File: src/sv/tdls_pkg.sv
// Shared types and codes for the trace-driven link shaper.
package tdls_pkg;

  localparam logic [1:0] REQ_ENQ    = 2'd0;
  localparam logic [1:0] REQ_TICK   = 2'd1;
  localparam logic [1:0] REQ_APPEND = 2'd2;

  localparam logic [1:0] KIND_ANS = 2'd0;
  localparam logic [1:0] KIND_PKT = 2'd1;
  localparam logic [1:0] KIND_FIN = 2'd2;

  localparam logic [1:0] ST_OK    = 2'd0;
  localparam logic [1:0] ST_QFULL = 2'd1;
  localparam logic [1:0] ST_SFULL = 2'd2;
  localparam logic [1:0] ST_ORDER = 2'd3;

  localparam int unsigned DIV_STEPS = 48;

  typedef enum logic [2:0] {
    S_IDLE,
    S_ANS,
    S_RD,
    S_EVAL,
    S_DIV,
    S_PKT,
    S_PWAIT,
    S_FIN
  } state_t;

  typedef struct packed {
    logic cap;
    logic do_ans;
    logic adv_slot;
    logic div_start;
    logic div_apply;
    logic load_bytes;
    logic pop;
    logic part;
    logic emit_fin;
  } cmd_t;

  typedef struct packed {
    logic req_tick;
    logic sched_empty;
    logic q_empty;
    logic slot_late;
    logic p_zero;
    logic catchup_ok;
    logic bytes_zero;
    logic rem_fits;
    logic div_done;
    logic ofree;
  } stat_t;

endpackage

File: src/sv/tdls_ctrl.sv
// Sequencer for requests and the tick delivery loop.
module tdls_ctrl #(
  parameter int unsigned MAX_OUT = 63
) (
  input  logic            clk,
  input  logic            rst_n,
  input  logic            in_valid,
  output logic            in_ready,
  input  tdls_pkg::stat_t st,
  output tdls_pkg::cmd_t  cmd
);

  tdls_pkg::state_t state_r, state_nxt;
  logic [5:0] n_r, n_nxt;
  logic       n_max;

  assign n_max = (n_r == 6'(MAX_OUT));

  always_ff @(posedge clk) begin
    if (!rst_n) begin
      state_r <= tdls_pkg::S_IDLE;
      n_r     <= '0;
    end else begin
      state_r <= state_nxt;
      n_r     <= n_nxt;
    end
  end

  always_comb begin
    state_nxt = state_r;
    n_nxt     = n_r;
    cmd       = '0;
    in_ready  = 1'b0;
    unique case (state_r)
      tdls_pkg::S_IDLE: begin
        in_ready = 1'b1;
        if (in_valid) begin
          cmd.cap   = 1'b1;
          state_nxt = tdls_pkg::S_ANS;
        end
      end
      tdls_pkg::S_ANS: begin
        if (st.req_tick) begin
          n_nxt     = '0;
          state_nxt = tdls_pkg::S_RD;
        end else if (st.ofree) begin
          cmd.do_ans = 1'b1;
          state_nxt  = tdls_pkg::S_IDLE;
        end
      end
      // schedule entry read settles
      tdls_pkg::S_RD: state_nxt = tdls_pkg::S_EVAL;
      tdls_pkg::S_EVAL: begin
        if (st.sched_empty || n_max || st.slot_late) begin
          state_nxt = tdls_pkg::S_FIN;
        end else if (st.q_empty) begin
          if (st.p_zero) begin
            state_nxt = tdls_pkg::S_FIN;
          end else if (st.catchup_ok) begin
            cmd.div_start = 1'b1;
            state_nxt     = tdls_pkg::S_DIV;
          end else begin
            cmd.adv_slot = 1'b1;
            state_nxt    = tdls_pkg::S_RD;
          end
        end else begin
          cmd.adv_slot   = 1'b1;
          cmd.load_bytes = 1'b1;
          state_nxt      = tdls_pkg::S_PKT;
        end
      end
      tdls_pkg::S_DIV: begin
        if (st.div_done) begin
          cmd.div_apply = 1'b1;
          state_nxt     = tdls_pkg::S_RD;
        end
      end
      tdls_pkg::S_PKT: begin
        if (st.bytes_zero || st.q_empty || n_max) begin
          state_nxt = tdls_pkg::S_RD;
        end else if (st.rem_fits) begin
          if (st.ofree) begin
            cmd.pop   = 1'b1;
            n_nxt     = n_r + 6'd1;
            state_nxt = tdls_pkg::S_PWAIT;
          end
        end else begin
          cmd.part  = 1'b1;
          state_nxt = tdls_pkg::S_RD;
        end
      end
      // new head entry read settles
      tdls_pkg::S_PWAIT: state_nxt = tdls_pkg::S_PKT;
      tdls_pkg::S_FIN: begin
        if (st.ofree) begin
          cmd.emit_fin = 1'b1;
          state_nxt    = tdls_pkg::S_IDLE;
        end
      end
      default: state_nxt = tdls_pkg::S_IDLE;
    endcase
  end

endmodule

File: config.mk
export PLATFORM = sky130hd
export DESIGN_NAME = tdls_ctrl
export DESIGN_NICKNAME = d
export VERILOG_FILES = /design/src/sv/tdls_pkg.sv /design/src/sv/tdls_ctrl.sv
export SDC_FILE = /design/constraint.sdc
export NUM_CORES = 1
export LEC_CHECK = 0
export BUFFER_PORTS_ARGS = -buffer_cell sky130_fd_sc_hd__buf_2
export CAP_MARGIN = 10
export CELL_PAD_IN_SITES_DETAIL_PLACEMENT = 0
export CELL_PAD_IN_SITES_GLOBAL_PLACEMENT = 1
export CORE_ASPECT_RATIO = 2
export CORE_MARGIN = 3
export CORE_UTILIZATION = 25
export CTS_CLUSTER_DIAMETER = 40
export DETAILED_ROUTE_END_ITERATION = 10
export GPL_ROUTABILITY_DRIVEN = 0
export PLACE_DENSITY = 0.64
export SLEW_MARGIN = 40
export SYNTH_ARGS = -nofsm -noshare
export SYNTH_HDL_FRONTEND = slang
export SYNTH_SLANG_ARGS = --single-unit
File: constraint.sdc
create_clock -name clk -period 1.99 [get_ports clk]
set_input_delay 0.199 -clock clk [delete_from_list [all_inputs] [get_ports clk]]
set_output_delay 0.199 -clock clk [all_outputs]
set_load 0.02 [all_outputs]
======== Word-level counts from Yosys, hierarchy flattened ========
Index checks and enable logic that the tools add are counted.
word-level totals
  bits in registers ....................... 9
  input bits .............................. 13
  output and inout bits ................... 10
  logic and storage cells ................. 66
operators by class
  add/sub/neg operators ................... 1
  equality and inequality tests ........... 15
  muxes and demuxes ....................... 40
  reductions and logical operators ........ 8
operators by type and width
  operator                                             count
  2-to-1 mux 3 bit                                     11
  2-to-1 mux 6 bit                                     4
  case mux 3 bit (8 select lines)                      1
  2-to-1 mux 1 bit                                     18
  equality test 3 bit, second input constant           4
  inequality test 2 bit, second input constant         6
  case mux 6 bit (2 select lines)                      1
  2-to-1 mux 2 bit                                     5
  adder 6 x 1 -> 6 bit, second input constant          1
  equality test 3 x 2 -> 1 bit, second input constant  2
  equality test 6 bit, second input constant           1
  AND reduction 5 bit                                  1
  logical OR 1 bit                                     4
  inequality test 4 bit, second input constant         1
  equality test 3 x 1 -> 1 bit, second input constant  1
  zero test 3 bit                                      1
  AND reduction 3 bit                                  1
  nonzero test 2 bit                                   1

======== Longest topological paths before layout ========
Gate-level depths: netlist (run 1).
  word-level depth ........................ 5
  mapped depth ............................ 6
  gate-level depth less buffers ........... 6

======== Worst setup path after synthesis (run 1) ========
Ideal clock, no wire load.
  kind .................................... register to output
  start point ............................. reg n_r[0]
  end point ............................... out cmd[5] (netlist bit)
  data arrival time ....................... 1.693 ns
  required time ........................... 1.791 ns
  slack ................................... 0.098 ns
  stages on the path, launching flop included .. 7
  cell sequence ........................... dfxtp_1 > ha_1 > and3_1 > nand3_1 > and2_1 > nand2_1 > nor4_1
RTL lines
  item                    RTL line         RTL
  from (decl)             tdls_ctrl.sv:14  logic [5:0] n_r, n_nxt;
  from (signal assigned)  tdls_ctrl.sv:25  n_r <= n_nxt;
  to (decl)               tdls_ctrl.sv:10  output tdls_pkg::cmd_t cmd

==> impl_metrics.csv, run 1 <==
group,metric,value,unit
cts,htreeDepth,1,
status,outcome,"completed",
sta,max_clock_freq,531,MHz
critical_path,crit_chain,"ha_1 > and3_2 > nand3_2 > and2_4 > nand2_1 > nor4_2 > buf_4",
routing,final_antenna_net_count,0,
global_routing,grt_pass1_wl,3.11,mm
logic_synthesis,synth_nets,106,
final_layout,drive_gt1_share,32.8,%
sta,clock_skew,0.00202,ns
critical_path,critPathMaxFanout,4,
critical_path,slowest_delay,0.32,ns
logic_synthesis,yosysTopAreaCellShare,26.7,%
logic_synthesis,synth_area_per_cell,7.34,um^2
placed_design,place_inst,140,
die,initial_core_util,26.3,%
routing,totalWireLength,1.86,mm
die,die-area,3400,um^2
power_and_ir_drop,powerDensity,632,nW/um^2
logic_synthesis,yosysSeqAreaShare,26.7,%
critical_path,critPathTopFamily,"simple AND/OR/NAND/NOR gates",
critical_path,worstPathBufferInverterCount,1,
placed_design,place_hpwl,1.52,mm
logic_synthesis,synth_edf_count,0,
logic_synthesis,synth.most_common_cell,"nand2_1",
critical_path,rr_endpoint,"state_r[0]",
cts,cts_hold_buf,0,
power_and_ir_drop,peakVddDrop,0.000337,V
run,maxCapViolCount,0,
global_routing,grt_pass1_vias,666,
logic_synthesis,synth_area_leader_cell,"dfxtp_1",
routing,wl_per_cell,12.9,um
sta,setup_viol,0,
sta,final_hold_viol_count,0,
cts,post_cts_buffers,0,
cts,clk_pin_slew_worst_paths,0.04,ns
routing,via_per_inst,5.07,
final_layout,area_delta_synth_final,30.4,%
global_routing,grt_max_degree,11,
routing,drtPass1Iterations,4,
global_routing,antenna_found_initial,0,
routing,drc_errors,0,
logic_synthesis,ys_types,38,
worst_hold_path,min_to,"state_r[1]",
cts,insertion_delay,0.23,ns
critical_path,critPathLaunchType,"flip-flop",
sta,tightest_slew,0.400,ns
sta,fin_crit,1.88,ns
placed_design,io_buffers,22,
die,rows,26,
final_layout,diodes,0,
logic_synthesis,synthTopCellsByArea,"dfxtp_1, nand2_1, nor2_1",
cts,cts_root_buf,"clkbuf_8",
cts,cts_made_buffers,3,
critical_path,slowest_stage,"dfxtp_1",
critical_path,worst_setup_path_end_kind,"output port",
logic_synthesis,synth_top_flop_cell,"dfxtp_1",
logic_synthesis,synthCells,92,
final_layout,fin_cells,144,
sta,rsz0062_at_grt,"no",
logic_synthesis,synth_commonest_cells,"nand2_1, nor2_1, dfxtp_1",
sta,min_period_over_period,94.5,%
die,num_io_pins,23,
final_layout,finalNetCount,131,
global_routing,grt_usage,11.8,%
die,die_h,79.5,um
sta,final.setup.tns,0,ns
worst_hold_path,worstHoldPathType,"in2reg",
global_routing,overflow,0,
power_and_ir_drop,leakagePower,0.399,nW
die,die_w,42.8,um
worst_hold_path,worstHoldPathCells,3,
critical_path,r2r_start,"n_r[0]",
critical_path,crit_required,1.79,ns
cts,cts_sinks,9,
logic_synthesis,synth_area,676,um^2
routing,vias,730,
critical_path,worstPathArrival,1.68,ns
critical_path,r2r_slack,0.31,ns
logic_synthesis,synthArstFlopShare,0,%
critical_path,r2r_cells,6,
cts,cts_tree,"built",
worst_hold_path,hp-start,"rst_n",
die,core,2570,um^2
sta,maxSlewViolCount,0,
logic_synthesis,synth-seq-cells,9,
logic_synthesis,ys_warn_count,0,
sta,slew_headroom,73.3,%
cts,clock_path_buffers,2,
routing,drt_iter0_drc,9,
critical_path,crit_type,"reg2out",
worst max-delay path by stage:
stage               startpoint  slack, ns  depth (start not counted)    endpoint
floorplan               n_r[0]        0.1                          6      cmd[5]
global placement        n_r[0]       0.29                          7      cmd[5]
detailed placement      n_r[0]       0.26                          6  state_r[0]
CTS                     n_r[0]       0.01                          7      cmd[5]
global route            n_r[0]      0.006                          7      cmd[5]
finish                  n_r[0]       0.11                          7      cmd[5]
what timing repair did:
action                                  CTS  global route
endpoints found under the setup margin    0             2
endpoints found under the hold margin     0             0
gates resized for setup                   0             5
layer usage:
metal,track usage [%],vias up,wire length [um]
li1,-,373,-
met2,22.1,17,1090
met5,0,-,0
met4,6.54,0,42
met3,1.81,4,74
met1,11.6,336,647
power breakdown:
group          total [W]  internal, W  leakage, nW  switching (W)
Combinational   0.000146    0.0000590        0.303      0.0000874
Sequential      0.000202     0.000189       0.0729      0.0000123
Clock           0.000209     0.000139       0.0228      0.0000694
Total           0.000557     0.000388        0.399       0.000169
through the flow:
step | util (%) | worst slack [ns] | cell area, um^2 | total power (W) | hold slack [ns]
after floorplan | - | 0.0984 | 676 | 0.000301 | 0.317
after global placement | 31.8 | 0.294 | 818 | 0.000352 | 0.486
after detailed placement | 31.8 | 0.264 | 818 | 0.000351 | 0.489
after CTS | 33.6 | 0.0134 | 863 | 0.000563 | 0.236
after global routing | 34.3 | 0.00567 | 881 | 0.000594 | 0.245
final | 34.3 | 0.108 | 881 | 0.000557 | 0.238
placed cells by master, fill, tap and decap left out, types with 2 or more instances in the layout:
cell      instances
nand3_1           6
and3_1            2
nand4_1           2
xor2_1            4
inv_1             3
nor3_1            3
a21oi_1           2
o21ai_0           2
and2_1            3
nor2b_1           2
nand2_1          12
o311a_1           2
dfxtp_1           9
clkbuf_8          3
buf_2            21
nor2_1           10
buf_4             4
inv_2             2
cells by family (layout without fill, tap and decap cells):
kind of cell | count (synthesis) | count (layout) | share of synthesized area (%)
AND/OR/NAND/NOR | 51 | 51 | 40.0
AO/OA/AOI/OAI | 15 | 15 | 17.0
buffers and inverters | 10 | 34 | 6.48
flip-flops | 9 | 9 | 26.7
XOR/XNOR | 5 | 5 | 6.48
adder cells (fa/ha/maj) | 1 | 1 | 1.85
multiplexers | 1 | 1 | 1.48
area by class of cell:
cell class | count | area, um^2
Inverter | 5 | 18.8
Tap cell | 28 | 35.0
Clock buffer | 4 | 45.0
Multi-Input combinational cell | 73 | 467
Fill cell | 279 | 1690
Sequential cell | 9 | 180
Timing Repair Buffer | 25 | 135
registers in the layout, indices dropped and copies added, names as in the netlist:
| register | flops |
|---|---|
| state_r | 3 |
| n_r | 6 |
tightest hold or removal path: stages:
cell     delay (ns)
buf_2          0.13
nand2_1        0.06
nor3_1         0.03
(Power assumes the default switching activity.)
==> run 2: changes to the inputs <==
--- a/config.mk
+++ b/config.mk
@@ -7,5 +7,5 @@
 export LEC_CHECK = 0
 export BUFFER_PORTS_ARGS = -buffer_cell sky130_fd_sc_hd__buf_2
-export CAP_MARGIN = 10
+export CAP_MARGIN = 20
 export CELL_PAD_IN_SITES_DETAIL_PLACEMENT = 0
 export CELL_PAD_IN_SITES_GLOBAL_PLACEMENT = 1
@@ -17,4 +17,5 @@
 export GPL_ROUTABILITY_DRIVEN = 0
 export PLACE_DENSITY = 0.64
+export RECOVER_POWER = 50
 export SLEW_MARGIN = 40
 export SYNTH_ARGS = -nofsm -noshare
==> constraint.sdc (replaced) <==
create_clock -name clk -period 1.99 [get_ports clk]
set_input_delay 0 -clock clk [delete_from_list [all_inputs] [get_ports clk]]
set_output_delay 0 -clock clk [all_outputs]
set_load 0.02 [all_outputs]
==> run 2 against run 1 <==
Effect of this change:
- global-route usage is essentially flat
- cell area shrank 5.5%
- clock-buffer cell count is the same
- power grew 0.68%
- core utilization shrank 1.9 points
- hold slack lost 0.19 ns
- highest routed layer unchanged
- sequential share of layout area grew 1.2 points
==> impl_metrics.csv, run 2 (synthesis gave the netlist of run 1 again) <==
group,metric,value,unit
final_layout,finalNetCount,129,
cts,clk_pin_slew_worst_paths,0.05,ns
sta,maxSlewViolCount,0,
worst_hold_path,hp-start,"rst_n",
critical_path,slowest_delay,0.36,ns
sta,setup_viol,0,
placed_design,io_buffers,22,
die,rows,26,
critical_path,critPathMaxFanout,4,
worst_hold_path,worstHoldPathCells,2,
critical_path,crit_chain,"ha_1 > and3_1 > nand3_1 > and4_1 > nor2b_1 > o311a_1",
routing,drt_iter0_drc,24,
cts,post_cts_buffers,0,
cts,cts_made_buffers,3,
cts,cts_root_buf,"clkbuf_8",
routing,drtPass1Iterations,4,
run,maxCapViolCount,0,
final_layout,final_common_cell,"buf_2",
die,core,2570,um^2
placed_design,placed_area,803,um^2
sta,clock_skew,0.00182,ns
worst_hold_path,min_to,"state_r[0]",
cts,cts_tree,"built",
placed_design,place_hpwl,1.50,mm
cts,clock_path_buffers,2,
critical_path,r2r_start,"n_r[0]",
sta,min_period_over_period,87.9,%
critical_path,slowest_stage,"dfxtp_1",
cts,cts_sinks,9,
power_and_ir_drop,powerDensity,674,nW/um^2
die,die_h,79.5,um
power_and_ir_drop,leakagePower,0.364,nW
critical_path,crit_type,"reg2reg",
critical_path,r2r_slack,0.24,ns
routing,totalWireLength,1.87,mm
global_routing,grt_pass1_wl,3.08,mm
final_layout,drive_gt1_share,21.1,%
global_routing,grt_pass1_vias,723,
sta,final_hold_viol_count,0,
cts,cts.repair.resized,0,
status,outcome,"completed",
global_routing,antenna_found_initial,0,
die,num_io_pins,23,
global_routing,grt_max_degree,17,
final_layout,layout_common_cells,"buf_2, nand2_1, nor2_1",
die,die-area,3400,um^2
global_routing,overflow,0,
worst_hold_path,worstHoldPathType,"in2reg",
critical_path,r2r_cells,6,
routing,final_antenna_net_count,0,
cts,cts_hold_buf,0,
routing,wl_per_cell,13.2,um
routing,via_per_inst,5.11,
power_and_ir_drop,peakVddDrop,0.000218,V
final_layout,reg.largest.list,"n_r x6, state_r x3",
global_routing,grt_usage,11.8,%
routing,vias,726,
critical_path,crit_required,2.11,ns
final_layout,largest_register_ffs,6,
critical_path,worst_setup_path_end_kind,"flip-flop",
sta,final.setup.tns,0,ns
sta,rsz0062_at_grt,"no",
sta,max_clock_freq,571,MHz
critical_path,critPathLaunchType,"flip-flop",
final_layout,regMostFlops,"n_r",
critical_path,rr_endpoint,"state_r[0]",
die,die_w,42.8,um
die,initial_core_util,26.3,%
sta,slew_headroom,63.9,%
cts,insertion_delay,0.23,ns
sta,fin_crit,1.75,ns
cts,htreeDepth,1,
critical_path,worstPathArrival,1.87,ns
sta,tightest_slew,0.541,ns
final_layout,final_area,832,um^2
routing,drc_errors,0,
final_layout,diodes,0,
final_layout,area_delta_synth_final,23.1,%
## run 2: routing by layer
metal  track usage, %  vias to the layer above  wire [um]
li1                 -                      367          -
met1             11.3                      334        722
met2             22.0                       18       1030
met3             2.03                        7         58
met4             7.17                        0         61
met5                0                        -          0
## run 2: cell type report
type	instances	area, um^2
well taps	28	35.0
clock buffers	4	45.0
flip-flops and latches	9	180
fillers	271	1740
repair buffers	23	111
multi-input cells	73	442
inverters	5	18.8
## run 2: worst max-delay path by stage
stage / start / end / cells after the start
2_1_floorplan: n_r[0] / cmd[5] / 6
3_3_place_gp: n_r[0] / state_r[0] / 6
3_5_place_dp: n_r[0] / state_r[0] / 6
4_1_cts: n_r[0] / cmd[5] / 7
5_1_grt: state_r[2] / n_r[1] / 5
6_report: n_r[0] / state_r[0] / 6
## run 2: metrics by stage
| stage | util (%) | setup WS (ns) | total power, W | std cells | hold slack (ns) |
|---|---|---|---|---|---|
| 3_5_place_dp | 31.3 | 0.272 | 0.000348 | 138 | 0.301 |
| 3_3_place_gp | 31.3 | 0.303 | 0.000350 | 138 | 0.297 |
| 4_1_cts | 33.0 | 0.213 | 0.000572 | 142 | 0.0512 |
| 2_1_floorplan | - | 0.297 | 0.000301 | 92 | 0.0798 |
| 6_report | 32.4 | 0.240 | 0.000561 | 142 | 0.0512 |
| 5_1_grt | 32.4 | 0.0786 | 0.000589 | 142 | 0.0607 |
## run 2: report_power, final
group          total (W)  switching (W)  leakage (nW)  internal, W
clock network   0.000219      0.0000789        0.0228     0.000140
logic           0.000137      0.0000841         0.269    0.0000527
registers       0.000205      0.0000155        0.0729     0.000189
## run 2: worst max-delay path: cells and delay by family (launching register included)
family,cells,cell delay (ns)
simple gates,4,0.78
flops,1,0.36
compound gates,1,0.32
fa+ha+maj,1,0.18
